## config.mk

```make
export PLATFORM = sky130hd
export DESIGN_NAME = int_to_decimal_padded
export DESIGN_NICKNAME = d
export VERILOG_FILES = /design/src/rtl/itdp_pkg.sv /design/src/rtl/itdp_dabble.sv /design/src/rtl/int_to_decimal_padded.sv
export SDC_FILE = /design/constraint.sdc
export NUM_CORES = 1
export LEC_CHECK = 0
export BUFFER_PORTS_ARGS = -buffer_cell sky130_fd_sc_hd__buf_2
export CORE_MARGIN = 2
export CORE_UTILIZATION = 50
export DETAILED_ROUTE_END_ITERATION = 10
export PLACE_DENSITY = 0.68
export SETUP_SLACK_MARGIN = 0.4
export SLEW_MARGIN = 10
export SYNTH_ARGS = -nofsm -noshare
export SYNTH_HDL_FRONTEND = slang
export SYNTH_HIERARCHICAL = 1
export SYNTH_SLANG_ARGS = --single-unit
```

## constraint.sdc

```tcl
create_clock -name clk_i -period 14.3 [get_ports clk_i]
set_clock_uncertainty 0.05 [all_clocks]
set_input_delay 1.43 -clock clk_i [delete_from_list [all_inputs] [get_ports clk_i]]
set_output_delay 1.43 -clock clk_i [all_outputs]
set_load 0.03 [all_outputs]
```

## src/rtl/itdp_pkg.sv

```systemverilog
// Shared types and constants for the integer to padded decimal text converter.
package itdp_pkg;

  localparam int unsigned ValueW     = 32;
  localparam int unsigned WidthW     = 6;
  localparam int unsigned CharW      = 8;
  localparam int unsigned NumDigits  = 10;
  localparam int unsigned BcdW       = 4 * NumDigits;
  localparam int unsigned StepW      = $clog2(ValueW);
  localparam int unsigned DigitIdxW  = $clog2(NumDigits);
  localparam int unsigned TextLenW   = $clog2(NumDigits + 2);
  localparam int unsigned InDataW    = ((ValueW + WidthW + 7) / 8) * 8;

  localparam logic [WidthW-1:0] WidthLimit = WidthW'(32);

  localparam logic [CharW-1:0] CharZero  = 8'h30;
  localparam logic [CharW-1:0] CharMinus = 8'h2D;
  localparam logic [CharW-1:0] CharBlank = 8'h20;

  typedef logic [BcdW-1:0]   bcd_t;
  typedef logic [ValueW-1:0] mag_t;

  typedef enum logic [1:0] {
    StIdle,
    StConv,
    StSize,
    StEmit
  } state_e;

endpackage

```

## src/rtl/itdp_dabble.sv

```systemverilog
// One double-dabble step: add-3 correction on each BCD digit, then shift in one binary bit.
module itdp_dabble (
  input  itdp_pkg::bcd_t bcd_i,
  input  itdp_pkg::mag_t bin_i,
  output itdp_pkg::bcd_t bcd_o,
  output itdp_pkg::mag_t bin_o
);

  itdp_pkg::bcd_t adj;

  always_comb begin
    for (int i = 0; i < int'(itdp_pkg::NumDigits); i++) begin
      if (bcd_i[i*4 +: 4] >= 4'd5) begin
        adj[i*4 +: 4] = bcd_i[i*4 +: 4] + 4'd3;
      end else begin
        adj[i*4 +: 4] = bcd_i[i*4 +: 4];
      end
    end
  end

  assign bcd_o = {adj[itdp_pkg::BcdW-2:0], bin_i[itdp_pkg::ValueW-1]};
  assign bin_o = {bin_i[itdp_pkg::ValueW-2:0], 1'b0};

endmodule

```

## src/rtl/int_to_decimal_padded.sv

```systemverilog
// Signed 32-bit integer to right-justified decimal ASCII text, one character per output item.
// An input item is converted by one pass per magnitude bit through one shared double-dabble
// step (add-3, shift), then the sizing state sizes the text, then the characters leave at one
// per cycle while the output is not stalled: leading blanks up to min_width (saturated at 32),
// a minus sign for negative values, then the digits, with tlast on the final character. The
// input is ready only in the idle state, so no new item is taken while the conversion, the
// sizing or the emission of characters of an item is in flight. The last character may still
// wait in the output register while the next item is taken in.
module int_to_decimal_padded (
  input  logic                            clk_i,
  input  logic                            rst_ni,
  input  logic                            s_axis_tvalid,
  output logic                            s_axis_tready,
  // [31:0] value (signed), [37:32] min_width, [39:38] zero
  input  logic [itdp_pkg::InDataW-1:0]    s_axis_tdata,
  output logic                            m_axis_tvalid,
  input  logic                            m_axis_tready,
  // [7:0] text_char
  output logic [itdp_pkg::CharW-1:0]      m_axis_tdata,
  output logic                            m_axis_tlast
);

  localparam int unsigned ValueW = itdp_pkg::ValueW;
  localparam int unsigned WidthW = itdp_pkg::WidthW;

  itdp_pkg::state_e state_q, state_d;

  logic [itdp_pkg::StepW-1:0]    step_q, step_d;
  logic [WidthW-1:0]             pos_q, pos_d;
  logic [WidthW-1:0]             width_q, width_d;
  logic [WidthW-1:0]             total_q, total_d;
  logic [WidthW-1:0]             pad_q, pad_d;
  logic                          neg_q, neg_d;
  itdp_pkg::bcd_t                bcd_q, bcd_d;
  itdp_pkg::mag_t                bin_q, bin_d;

  logic                          m_valid_q, m_valid_d;
  logic [itdp_pkg::CharW-1:0]    m_data_q, m_data_d;
  logic                          m_last_q, m_last_d;

  itdp_pkg::bcd_t                step_bcd;
  itdp_pkg::mag_t                step_bin;

  logic [ValueW-1:0]             in_value;
  logic [WidthW-1:0]             in_width;
  logic                          in_neg;
  logic                          accept;
  logic                          can_load;

  logic [itdp_pkg::TextLenW-1:0] ndig;
  logic [WidthW-1:0]             textlen;
  logic [WidthW-1:0]             total_c;
  logic [itdp_pkg::DigitIdxW-1:0] didx;
  logic [WidthW-1:0]             didx_full;
  logic [itdp_pkg::CharW-1:0]    cur_char;
  logic                          cur_last;

  itdp_dabble u_dabble (
    .bcd_i (bcd_q),
    .bin_i (bin_q),
    .bcd_o (step_bcd),
    .bin_o (step_bin)
  );

  assign in_value = s_axis_tdata[ValueW-1:0];
  assign in_width = s_axis_tdata[ValueW +: WidthW];
  assign in_neg   = in_value[ValueW-1];

  assign s_axis_tready = (state_q == itdp_pkg::StIdle);
  assign accept        = s_axis_tvalid && s_axis_tready;
  assign can_load      = !m_valid_q || m_axis_tready;

  // digit count: highest nonzero BCD digit, at least one
  always_comb begin
    ndig = itdp_pkg::TextLenW'(1);
    for (int i = 1; i < int'(itdp_pkg::NumDigits); i++) begin
      if (bcd_q[i*4 +: 4] != 4'd0) begin
        ndig = itdp_pkg::TextLenW'(i + 1);
      end
    end
  end

  assign textlen = WidthW'(ndig) + WidthW'(neg_q);
  assign total_c = (width_q > textlen) ? width_q : textlen;

  assign didx_full = total_q - pos_q - WidthW'(1);
  assign didx      = didx_full[itdp_pkg::DigitIdxW-1:0];

  always_comb begin
    if (pos_q < pad_q) begin
      cur_char = itdp_pkg::CharBlank;
    end else if (neg_q && (pos_q == pad_q)) begin
      cur_char = itdp_pkg::CharMinus;
    end else begin
      cur_char = itdp_pkg::CharZero + itdp_pkg::CharW'(bcd_q[didx*4 +: 4]);
    end
  end

  assign cur_last = (pos_q == total_q - WidthW'(1));

  always_comb begin
    state_d   = state_q;
    step_d    = step_q;
    pos_d     = pos_q;
    width_d   = width_q;
    total_d   = total_q;
    pad_d     = pad_q;
    neg_d     = neg_q;
    bcd_d     = bcd_q;
    bin_d     = bin_q;
    m_valid_d = m_valid_q && !m_axis_tready;
    m_data_d  = m_data_q;
    m_last_d  = m_last_q;

    unique case (state_q)
      itdp_pkg::StIdle: begin
        if (accept) begin
          neg_d   = in_neg;
          bin_d   = in_neg ? (ValueW'(0) - in_value) : in_value;
          width_d = (in_width > itdp_pkg::WidthLimit) ? itdp_pkg::WidthLimit : in_width;
          bcd_d   = '0;
          step_d  = '0;
          state_d = itdp_pkg::StConv;
        end
      end
      itdp_pkg::StConv: begin
        bcd_d  = step_bcd;
        bin_d  = step_bin;
        step_d = step_q + itdp_pkg::StepW'(1);
        if (step_q == itdp_pkg::StepW'(ValueW - 1)) begin
          state_d = itdp_pkg::StSize;
        end
      end
      itdp_pkg::StSize: begin
        total_d = total_c;
        pad_d   = total_c - textlen;
        pos_d   = '0;
        state_d = itdp_pkg::StEmit;
      end
      itdp_pkg::StEmit: begin
        if (can_load) begin
          m_valid_d = 1'b1;
          m_data_d  = cur_char;
          m_last_d  = cur_last;
          pos_d     = pos_q + WidthW'(1);
          if (cur_last) begin
            state_d = itdp_pkg::StIdle;
          end
        end
      end
      default: begin
        state_d = itdp_pkg::StIdle;
      end
    endcase
  end

  always_ff @(posedge clk_i or negedge rst_ni) begin
    if (!rst_ni) begin
      state_q   <= itdp_pkg::StIdle;
      step_q    <= '0;
      pos_q     <= '0;
      m_valid_q <= 1'b0;
    end else begin
      state_q   <= state_d;
      step_q    <= step_d;
      pos_q     <= pos_d;
      m_valid_q <= m_valid_d;
    end
  end

  always_ff @(posedge clk_i) begin
    width_q  <= width_d;
    total_q  <= total_d;
    pad_q    <= pad_d;
    neg_q    <= neg_d;
    bcd_q    <= bcd_d;
    bin_q    <= bin_d;
    m_data_q <= m_data_d;
    m_last_q <= m_last_d;
  end

  assign m_axis_tvalid = m_valid_q;
  assign m_axis_tdata  = m_data_q;
  assign m_axis_tlast  = m_last_q;

  a_accept_starts_conv: assert property (@(posedge clk_i) disable iff (!rst_ni)
    (s_axis_tvalid && s_axis_tready) |=>
      (state_q == itdp_pkg::StConv && step_q == '0))
    else $error("accepted item did not start conversion");

  a_size_after_conv: assert property (@(posedge clk_i) disable iff (!rst_ni)
    (state_q == itdp_pkg::StSize) |-> ($past(state_q) == itdp_pkg::StConv))
    else $error("sizing entered without finished conversion");

  a_emit_bounds: assert property (@(posedge clk_i) disable iff (!rst_ni)
    (state_q == itdp_pkg::StEmit) |->
      (total_q != '0 && total_q <= itdp_pkg::WidthLimit && pad_q < total_q &&
       pos_q < total_q))
    else $error("emit counters out of range");

endmodule
```

==> run metrics, run 1 <==
status complete, no violations; clk sinks approximately 110; vias post-DR ~5200; P_leak 3.25 nW; CP dominant cell by count ha_1; Die H between 100 and 150 um; global placer's final weighted congestion approximately 0.9; Worst EP required ~14 ns; CP Launch Point bcd_q[12]; final wirelength around 14000 um; Mapped Cells roughly 750; number of nets in the layout about 850; final design area excluding fillers a little over 8000 um^2; Worst setup EP type flop; slew margin rel. 0.356; critical path launch point type flop; setup TNS 0 ns; Min Hold Slack slightly below 0.5 ns; vias in the first global route between 5000 and 6000; length in cells of the worst reg-to-reg path 22; Pint 0.00111 W; Congestion Overflow GR 0; clock buffer depth 2; total chip power 0.00183 W; 1st-iter DRT viols roughly 330; Pins Over Slew Limit 0; maximum VDD drop roughly 110 uV; drt drc 0; Post-CTS Setup Repair Bufs 0; FILL cells about 1300; largest fanout on the critical path 6; global-route wire length before repair roughly 24000 um; largest net degree at the start of global routing 110; Die X-Extent ~130 um; core area between 15000 and 20000 um^2; prevailing post-synth register cell edfxtp_1; Post-CTS Hold Fix Bufs 0; vias per cell 5.49; share of cells above drive strength 1 0.155; TritonRoute pass-1 iters 4; yosys warns 6; slowest library cell on the worst path nor4_1; Hold WC Path Type reg2reg; Setup Viol. Count Final 0; clock share of power 0.145; dpl hpwl between 10000 and 15000 um; Detail Route Antenna Nets 0; cell area power density between 200 and 250 nW/um^2; clk slew on worst S/H paths 0.07 ns; CTS tree yes; asr flop ratio synth 0.126; critical path arrival 5.60 ns; cell area after synthesis 7740 um^2; Post-CTS Resized 0; port buffer count 49; final antenna diode count 0; All-Layer GR Usage 0.178; Final min period 5.56 ns; Final Core Density 0.541; Netlist cell types 66; Buf/Inv on CP 1; Final Cycle Share 0.389; worst r2r src bcd_q[12]; initial antenna violation count 0; Max-Cap Viols 0; f_max between 0.15 and 0.2 GHz; kind of critical path reg2reg; hold path depth 2; H-tree depth 3; root buf cell clkbuf_16; Clk Latency, worst-skew pair around 0.35 ns; Hold Violations, Final 0; worst hold start bin_q[28]; Initial Util 0.511; Comb pwr share 0.474; die area about 16000 um^2; CP max stage delay 0.78 ns; Stages on worst setup path 22; Mean Syn Cell Area approximately 10 um^2; NetSw 0.000721 W; Seq pwr share 0.380; synth-to-layout area growth 5.79%; Net Sw Frac 0.394; row cnt 45; EDFF count, synth between 90 and 100; Inserted Clock Buffers 9; Worst Tran Pin Value ~0.97 ns; I/O pin count 55; DP Area approximately 7900 um^2; Top Family by Delay on Critical Path compound AO/OA/AOI/OAI gates; post-synthesis register bit count 111; CP cell instances nor4_1 -> nand2_1 -> a21oi_1 -> o21ai_0 -> a21boi_0 -> ha_1 -> ha_1 -> inv_1 -> ha_1 -> nor2b_1 -> o2111a_4 -> nor3_4 -> a41oi_4 -> mux2_2 -> ha_1 -> a21o_1 -> a21o_1 -> a21oi_1 -> o21ai_0 -> nor3_1 -> o221ai_1 -> xnor2_1; Seq/Total Area, Yosys 0.422; wire per inst approximately 15 um; RSZ-0062 raised after global routing no
-- area by class of cell --
| cell class | count | area, um^2 | share of cell area |
|---|---|---|---|
| Clock buffer | 12 | 236 | 0.0289 |
| Multi-Input combinational cell | 534 | 3950 | 0.482 |
| Inverter | 47 | 176 | 0.0215 |
| Timing Repair Buffer | 51 | 260 | 0.0318 |
| Sequential cell | 111 | 3260 | 0.399 |
| Tap cell | 188 | 235 | 0.0287 |
| Clock inverter | 4 | 71.3 | 0.00871 |
-- path summary, 6_finish.rpt --
kind	end	slack (ns)
max	pad_q[5]	8.74
min	bin_q[29]	0.48
max reg2reg	pad_q[5]	8.74
min reg2reg	bin_q[29]	0.48
max in group asynchronous	state_q[0]	12.99
min in group asynchronous	m_axis_tvalid	0.94
-- cell usage after synthesis, types with 11 or more instances --
cell | n | area share
ha_1 | 47 | 0.076
mux2i_1 | 15 | 0.019
clkbuf_1 | 18 | 0.0087
xnor2_1 | 29 | 0.033
and2_1 | 43 | 0.035
nand3_1 | 11 | 0.0071
mux2_2 | 15 | 0.022
nand2b_1 | 24 | 0.019
edfxtp_1 | 97 | 0.38
xor2_1 | 33 | 0.037
inv_1 | 47 | 0.023
o21ai_1 | 16 | 0.010
buf_4 | 36 | 0.035
nand2_1 | 92 | 0.045
o21ai_0 | 50 | 0.032
nor2_1 | 26 | 0.013
dfrtp_1 | 14 | 0.045
-- routing by layer --
metal / global-route usage / vias to the layer above / wire, um
met2: 0.308 / 104 / 6820
met4: 0.0776 / 0 / 305
met3: 0.0249 / 21 / 506
met5: 0 / - / 0
met1: 0.224 / 2467 / 6290
li1: - / 2607 / -
-- cell usage in the layout, fill, tap and decap left out, types with 3 or more instances in the layout --
cell type / Yosys / layout
a21o_1: 4 / 4
a21oi_1: 6 / 6
a21oi_2: 10 / 10
a221oi_1: 4 / 4
and2_1: 43 / 43
and3_1: 3 / 3
buf_2: 1 / 49
clkbuf_1: 18 / 3
clkbuf_16: 0 / 9
conb_1: 3 / 6
dfrtp_1: 14 / 14
edfxtp_1: 97 / 97
ha_1: 47 / 46
inv_1: 47 / 47
mux2_2: 15 / 15
mux2i_1: 15 / 15
mux4_2: 8 / 8
nand2_1: 92 / 92
nand2b_1: 24 / 24
nand3_1: 11 / 11
nand4_1: 3 / 3
nor2_1: 26 / 26
nor2b_1: 10 / 10
nor3_1: 7 / 7
nor4_1: 10 / 10
nor4_2: 3 / 3
o21ai_0: 50 / 50
o21ai_1: 16 / 16
o31ai_1: 10 / 10
o41ai_1: 4 / 4
or4_1: 4 / 4
or4_4: 4 / 4
xnor2_1: 29 / 29
xor2_1: 33 / 33
-- through the flow --
| step | setup slack (ns) | cells |
|---|---|---|
| 2_1_floorplan | 9.37 | 751 |
| 3_3_place_gp | 8.79 | 931 |
| 3_5_place_dp | 8.83 | 931 |
| 4_1_cts | 8.78 | 947 |
| 5_1_grt | 8.34 | 947 |
| 6_report | 8.74 | 947 |
-- flip-flops by register name, summed over array words and instances (netlist names), 2 cells and up --
register      flops
state_q           2
pos_q             6
pad_q             6
bin_q            32
step_q            5
width_q           6
total_q           6
bcd_q            40
m_axis_tdata      5
-- cell families (layout without fill, tap and decap cells) --
kind of cell / Yosys count / after routing / share of synthesized area
AOI/OAI and AO/OA: 126 / 126 / 0.111
xor gates and xnor gates: 64 / 64 / 0.0758
adders and majority gates: 49 / 49 / 0.0812
buffers and inverters: 106 / 114 / 0.0705
DFF: 111 / 111 / 0.422
muxes: 38 / 38 / 0.0645
other: 3 / 6 / 0.00145
and+or+nand+nor: 251 / 251 / 0.174
-- worst register-to-register path, delay by kind of cell, from the launching register on --
kind | cells | cell delay (ns)
and+or+nand+nor | 5 | 1.49
AOI/OAI and AO/OA | 10 | 1.64
DFF | 1 | 0.49
buffers and inverters | 1 | 0.14
adders and majority gates | 4 | 1.00
xor gates and xnor gates | 1 | 0.14
muxes | 1 | 0.36
-- power groups by stage --
stage	clock [W]	sequential, W	combinational [W]
finish	0.000266	0.000697	0.000869
global route	0.000281	0.000719	0.000975
CTS	0.000272	0.000698	0.000873
detailed placement	0	0.000702	0.000865
global placement	0	0.000694	0.000826
floorplan	0	0.000676	0.000736
(Power assumes the default switching activity.)
==> run 2: changes to the inputs <==
==> constraint.sdc (replaced) <==
create_clock -name clk_i -period 5.16 [get_ports clk_i]
set_clock_uncertainty 0.05 [all_clocks]
set_input_delay 0.516 -clock clk_i [delete_from_list [all_inputs] [get_ports clk_i]]
set_output_delay 0.516 -clock clk_i [all_outputs]
set_load 0.03 [all_outputs]
==> run 2 against run 1 <==
  * Largest power group unchanged
  * Worst setup slack got worse by 8.3 ns
  * Largest cell class unchanged
  * Via count rose by 1.7%
  * Flip-flop and latch count did not move
  * Final cell count rose by 3.7%
  * First-iteration DRC count rose by 15%
  * Hold slack got worse by 0.47 ns
  * Global-route usage rose by 0.21 points
  * Combinational power rose to 3.1 times the previous value
  * Clock power rose to 2.6 times the previous value
  * Fmax rose by 17%
  * Highest routed layer unchanged
  * Utilization rose by 2.7 points
==> run metrics, run 2 (same netlist as run 1, synthesis figures left out) <==
biggest regs bcd_q: 40 flops, bin_q: 32 flops (unchanged); share of cells above drive strength 1 0.223 (was 0.155); dpl hpwl 10200 um (was 10100 um); final wirelength 14500 um (was 13900 um); TritonRoute pass-1 iters 4 (unchanged); critical path launch point type flop (unchanged); Congestion Overflow GR 0 (unchanged); number of nets in the layout 882 (was 847); kind of critical path reg2reg (unchanged); Final Core Density 0.568 (was 0.541); wire per inst 14.8 um (was 14.7 um); CTS tree yes (unchanged); H-tree depth 3 (unchanged); clk slew on worst S/H paths 0.07 ns (about the same); initial antenna violation count 0 (unchanged); largest fanout on the critical path 6 (unchanged); DP Area 8000 um^2 (was 7880 um^2); Die X-Extent 128 um (unchanged); NetSw 0.00211 W (was 0.000721 W); CP cell instances or4_4 -> a21oi_2 -> o21ai_1 -> a21boi_1 -> ha_2 -> buf_6 -> buf_6 -> o21ai_2 -> and2_4 -> xor2_4 -> o2111a_4 -> nor3_4 -> a41oi_4 -> buf_6 -> mux2i_1 -> ha_2 -> inv_2 -> a21o_1 -> a21o_1 -> a21oi_2 -> o21ai_1 -> nor3_1 -> o221ai_1 -> xnor2_1 (was nor4_1 -> nand2_1 -> a21oi_1 -> o21ai_0 -> a21boi_0 -> ha_1 -> ha_1 -> inv_1 -> ha_1 -> nor2b_1 -> o2111a_4 -> nor3_4 -> a41oi_4 -> mux2_2 -> ha_1 -> a21o_1 -> a21o_1 -> a21oi_1 -> o21ai_0 -> nor3_1 -> o221ai_1 -> xnor2_1); I/O pin count 55 (unchanged); drt drc 0 (unchanged); largest net degree at the start of global routing 109 (was 110); vias in the first global route 5093 (was 5191); port buffer count 49 (unchanged); row cnt 45 (unchanged); leading cell type in the layout, fill and taps excluded edfxtp_1 (unchanged); Final Cycle Share 0.919 (was 0.389); vias post-DR 5285 (was 5199); Worst EP required 5.22 ns (was 14.35 ns); status complete, no violations (unchanged); die area 16500 um^2 (unchanged); Detail Route Antenna Nets 0 (unchanged); Worst Tran Pin Value 0.901 ns (was 0.965 ns); critical path arrival 4.80 ns (was 5.60 ns); Pins Over Slew Limit 0 (unchanged); Clk Latency, worst-skew pair 0.36 ns (was 0.35 ns); Net Sw Frac 0.396 (was 0.394); Setup Viol. Count Final 0 (unchanged); final design area excluding fillers 8600 um^2 (was 8190 um^2); clock share of power 0.132 (was 0.145); f_max 0.211 GHz (was 0.180 GHz); Final min period 4.74 ns (was 5.56 ns); Worst setup EP type flop (unchanged); Pint 0.00321 W (was 0.00111 W); Buf/Inv on CP 4 (was 1); root buf cell clkbuf_16 (unchanged); CP max stage delay 0.58 ns (was 0.78 ns); slew margin rel. 0.399 (was 0.356); Min Hold Slack 0.0110 ns (was 0.482 ns); Max-Cap Viols 0 (unchanged); P_leak 3.43 nW (was 3.25 nW); clock buffer depth 2 (unchanged); maximum VDD drop 234 uV (was 108 uV); clk sinks 111 (unchanged); Initial Util 0.511 (unchanged); synth-to-layout area growth 11.1% (was 5.79%); Die H 128 um (unchanged); most frequent cells in the layout 97 x edfxtp_1, 91 x nand2_1, 49 x buf_2 (was 97 x edfxtp_1, 92 x nand2_1, 50 x o21ai_0); 1st-iter DRT viols 377 (was 327); final antenna diode count 0 (unchanged); CP Launch Point bcd_q[21] (was bcd_q[12]); All-Layer GR Usage 0.180 (was 0.178); slowest library cell on the worst path or4_4 (was nor4_1); CP dominant cell by count buf_6 (was ha_1); Comb pwr share 0.512 (was 0.474); Hold WC Path Type in2async (was reg2reg); cell area power density 620 nW/um^2 (was 224 nW/um^2); Top reg by flops bcd_q (unchanged); Hold Violations, Final 0 (unchanged); Top Family by Delay on Critical Path compound AO/OA/AOI/OAI gates (unchanged); worst r2r src bcd_q[21] (was bcd_q[12]); global-route wire length before repair 23800 um (was 23600 um); max reg flops 40 (unchanged); Inserted Clock Buffers 9 (unchanged); core area 15100 um^2 (unchanged); RSZ-0062 raised after global routing yes (was no); setup TNS 0 ns (unchanged); global placer's final weighted congestion 0.959 (was 0.877); Seq pwr share 0.357 (was 0.380); vias per cell 5.38 (was 5.49)
-- run 2: changes by cell type in the layout (fill, tap and decap cells not counted), sizes merged --
cell	change
clkinv	+1
bufinv	-1
clkinvlp	+3
buf	+35
clkbuf	-3
-- run 2: final timing paths --
kind	to	slack (ns)	depth (start not counted)
setup / recovery	pad_q[5]	0.42	24
hold / removal	m_axis_tvalid	0.01	1
setup reg to reg	pad_q[5]	0.42	24
hold reg to reg	bcd_q[0]	0.48	1
max in group asynchronous	step_q[4]	4.78	1
min in group clk_i	width_q[5]	0.35	1
-- run 2: what timing repair did --
item,in CTS,in global routing
cloned,0,0
setup endpoints to repair,2,2
buffers inserted,10,11
hold buffers,0,0
gates resized for setup,8,22
pin swaps,5,16
endpoints found under the hold margin,0,0
-- run 2: metal layers --
metal / track usage / vias up / part of all wire / routed length [um]
li1: - / 2680 / - / -
met1: 0.237 / 2477 / 0.46 / 6650
met2: 0.298 / 99 / 0.49 / 7030
met3: 0.0328 / 29 / 0.036 / 517
met4: 0.0685 / 0 / 0.020 / 293
met5: 0 / - / 0 / 0
-- run 2: power groups by stage --
stage               sequential, W  clock (W)  combinational (W)
floorplan                 0.00188          0            0.00204
global placement          0.00189          0            0.00241
detailed placement        0.00191          0            0.00252
CTS                       0.00190   0.000720            0.00262
global route              0.00195   0.000751            0.00305
finish                    0.00190   0.000701            0.00273
-- run 2: layout make-up --
type | count | area (um^2)
multi-input cells | 534 | 4090
flip-flops and latches | 111 | 3260
fillers | 1254 | 6550
clock buffers | 9 | 225
inverters | 47 | 179
repair buffers | 86 | 534
well taps | 188 | 235
clock inverters | 7 | 73.8
-- run 2: metrics by stage --
step / setup slack (ns) / power (W) / std cells
2_1_floorplan: 0.438 / 0.00392 / 751
3_3_place_gp: 0.165 / 0.00430 / 945
3_5_place_dp: 0.117 / 0.00443 / 945
4_1_cts: 0.421 / 0.00524 / 971
5_1_grt: 0.0903 / 0.00575 / 982
6_report: 0.417 / 0.00533 / 982
==> run 3: changes to the inputs <==
--- a/config.mk
+++ b/config.mk
@@ -6,10 +6,10 @@
 export NUM_CORES = 1
 export LEC_CHECK = 0
 export BUFFER_PORTS_ARGS = -buffer_cell sky130_fd_sc_hd__buf_2
+export CORE_ASPECT_RATIO = 1.75
 export CORE_MARGIN = 2
-export CORE_UTILIZATION = 50
+export CORE_UTILIZATION = 35
 export DETAILED_ROUTE_END_ITERATION = 10
-export PLACE_DENSITY = 0.68
 export SETUP_SLACK_MARGIN = 0.4
 export SLEW_MARGIN = 10
 export SYNTH_ARGS = -nofsm -noshare
==> run 3 against run 2 <==
  * Flip-flop and latch count unchanged
  * Sequential share of layout area down 0.47 points
  * Hold slack better by 0.012 ns
  * Register-to-register slack about the same
  * Count of clock-buffer cells in the layout up 2
  * Critical path depth unchanged
  * Sequential power about the same
  * Power down 1.7%
  * Clock power down 7.4%
  * Critical path type unchanged
==> run metrics, run 3 (same netlist as run 1, synthesis figures left out) <==
Setup Viol. Count Final 0 (unchanged); die area 23400 um^2 (was 16500 um^2); worst r2r src bcd_q[7] (was bcd_q[21]); Finished Layout Cells 1091 (was 982); DP Cell Count 1061 (was 945); Worst Tran Pin Value 0.914 ns (was 0.901 ns); initial antenna violation count 0 (unchanged); status complete, no violations (unchanged); Detail Route Antenna Nets 0 (unchanged); clock buffer depth 2 (unchanged); CP cell instances nor4_2 -> nand2b_1 -> nand2_2 -> a21oi_2 -> o21ai_1 -> a21boi_1 -> ha_2 -> buf_6 -> buf_6 -> o21ai_4 -> and2_4 -> xor2_4 -> o2111a_4 -> nor3_4 -> a41oi_4 -> buf_6 -> mux2_2 -> ha_4 -> a21o_1 -> a21oi_2 -> o21ai_1 -> nor3_1 -> o221ai_1 -> xnor2_1 (was or4_4 -> a21oi_2 -> o21ai_1 -> a21boi_1 -> ha_2 -> buf_6 -> buf_6 -> o21ai_2 -> and2_4 -> xor2_4 -> o2111a_4 -> nor3_4 -> a41oi_4 -> buf_6 -> mux2i_1 -> ha_2 -> inv_2 -> a21o_1 -> a21o_1 -> a21oi_2 -> o21ai_1 -> nor3_1 -> o221ai_1 -> xnor2_1); Comb pwr share 0.519 (was 0.512); root buf cell clkbuf_16 (unchanged); cell area power density 601 nW/um^2 (was 620 nW/um^2); largest net degree at the start of global routing 109 (unchanged); Congestion Overflow GR 0 (unchanged); FF-to-FF setup slack 0.41 ns (was 0.42 ns); NetSw 0.00207 W (was 0.00211 W); 1st-iter DRT viols 222 (was 377); wire per inst 13.7 um (was 14.8 um); CTS tree yes (unchanged); FF-to-FF End pad_q[5] (unchanged); Top reg by flops bcd_q (unchanged); critical path launch point type flop (unchanged); H-tree depth 3 (unchanged); CP dominant cell by count buf_6 (unchanged); Hold WC Path Type in2async (unchanged); RSZ-0062 raised after global routing yes (unchanged); Die H 201 um (was 128 um); biggest regs bcd_q: 40 flops, bin_q: 32 flops (unchanged); Final min period 4.75 ns (was 4.74 ns); final wirelength 14900 um (was 14500 um); vias post-DR 5267 (was 5285); f_max 0.211 GHz (about the same); Final Cycle Share 0.921 (was 0.919); All-Layer GR Usage 0.136 (was 0.180); largest fanout on the critical path 5 (was 6); FILL cells 2131 (was 1254); kind of critical path reg2reg (unchanged); Hold Violations, Final 0 (unchanged); P_leak 3.42 nW (was 3.43 nW); CP max stage delay 0.45 ns (was 0.58 ns); length in cells of the worst reg-to-reg path 24 (unchanged); row cnt 72 (was 45); Worst setup EP type flop (unchanged); slew margin rel. 0.391 (was 0.399); core area 21900 um^2 (was 15100 um^2); Pint 0.00316 W (was 0.00321 W); vias per cell 4.83 (was 5.38); number of nets in the layout 883 (was 882); Die X-Extent 116 um (was 128 um); critical path arrival 4.80 ns (about the same); clock share of power 0.124 (was 0.132); Initial Util 0.354 (was 0.511); max reg flops 40 (unchanged); leading cell type in the layout, fill and taps excluded edfxtp_1 (unchanged); clk sinks 111 (unchanged); Inserted Clock Buffers 9 (unchanged); global placer's final weighted congestion 0.849 (was 0.959); most frequent cells in the layout 97 x edfxtp_1, 91 x nand2_1, 49 x buf_2 (unchanged); vias in the first global route 5319 (was 5093); Post-CTS Hold Fix Bufs 0 (unchanged); port buffer count 49 (unchanged); synth-to-layout area growth 12.5% (was 11.1%); clk slew on worst S/H paths 0.07 ns (about the same); I/O pin count 55 (unchanged); Max-Cap Viols 0 (unchanged); Final Core Density 0.398 (was 0.568); slowest library cell on the worst path edfxtp_1 (was or4_4); share of cells above drive strength 1 0.221 (was 0.223); Worst EP required 5.21 ns (was 5.22 ns); Net Sw Frac 0.396 (about the same); Seq pwr share 0.357 (about the same); maximum VDD drop 300 uV (was 234 uV); final antenna diode count 0 (unchanged); Clk Latency, worst-skew pair 0.35 ns (was 0.36 ns); total chip power 0.00523 W (was 0.00533 W); Pins Over Slew Limit 0 (unchanged); TritonRoute pass-1 iters 4 (unchanged); drt drc 0 (unchanged); setup TNS 0 ns (unchanged); global-route wire length before repair 25200 um (was 23800 um); dpl hpwl 10900 um (was 10200 um)
## run 3: critical path: cells and delay by family (launching register included)
kind            cells  cell delay [ns]
fa+ha+maj           2             0.47
buf+inv             3             0.35
mux                 1             0.37
compound gates     10             1.47
simple gates        6             0.99
xor+xnor            2             0.33
flops               1             0.45
## run 3: layout make-up
| type | instances | area (um^2) | share of cell area |
|---|---|---|---|
| clock inverters | 5 | 37.5 | 0.00431 |
| repair buffers | 87 | 542 | 0.0622 |
| well taps | 296 | 370 | 0.0425 |
| multi-input cells | 534 | 4080 | 0.469 |
| inverters | 47 | 179 | 0.0206 |
| clock buffers | 11 | 233 | 0.0267 |
| flip-flops and latches | 111 | 3260 | 0.375 |
## run 3: worst max path at each step
| stage | from | end | slack [ns] | cells after the start |
|---|---|---|---|---|
| final | bcd_q[7] | pad_q[5] | 0.41 | 24 |
| after global routing | bcd_q[7] | pad_q[5] | 0.17 | 26 |
| after CTS | bcd_q[11] | pad_q[5] | 0.40 | 23 |
| after detailed placement | bcd_q[8] | pad_q[5] | -0.009 | 23 |
| after global placement | bcd_q[8] | pad_q[5] | 0.03 | 23 |
| after floorplan | bcd_q[20] | pad_q[5] | 0.44 | 21 |
## run 3: layer usage
layer	global-route usage	routed length (um)
met3	0.0211	388
met5	0	0
met1	0.154	6100
met4	0.0531	320
met2	0.248	8090
## run 3: power groups by stage
stage,sequential (W),combinational [W],clock (W)
finish,0.00187,0.00272,0.000649
floorplan,0.00188,0.00204,0
CTS,0.00187,0.00268,0.000670
global route,0.00194,0.00307,0.000699
global placement,0.00187,0.00257,0
detailed placement,0.00188,0.00260,0
## run 3: stage by stage
step                hold WS, ns  worst slack [ns]  instance area (um^2)
finish                   0.0231             0.410                  8700
detailed placement        0.400          -0.00930                  8190
global route             0.0416             0.171                  8700
CTS                      0.0221             0.403                  8580
floorplan                 0.170             0.438                  7760
global placement          0.403            0.0308                  8190
## run 3: what timing repair did
action,4_1_cts,5_1_grt
pin swaps,5,15
resized for setup,15,15
setup buffers,6,8
endpoints found under the setup margin,2,2
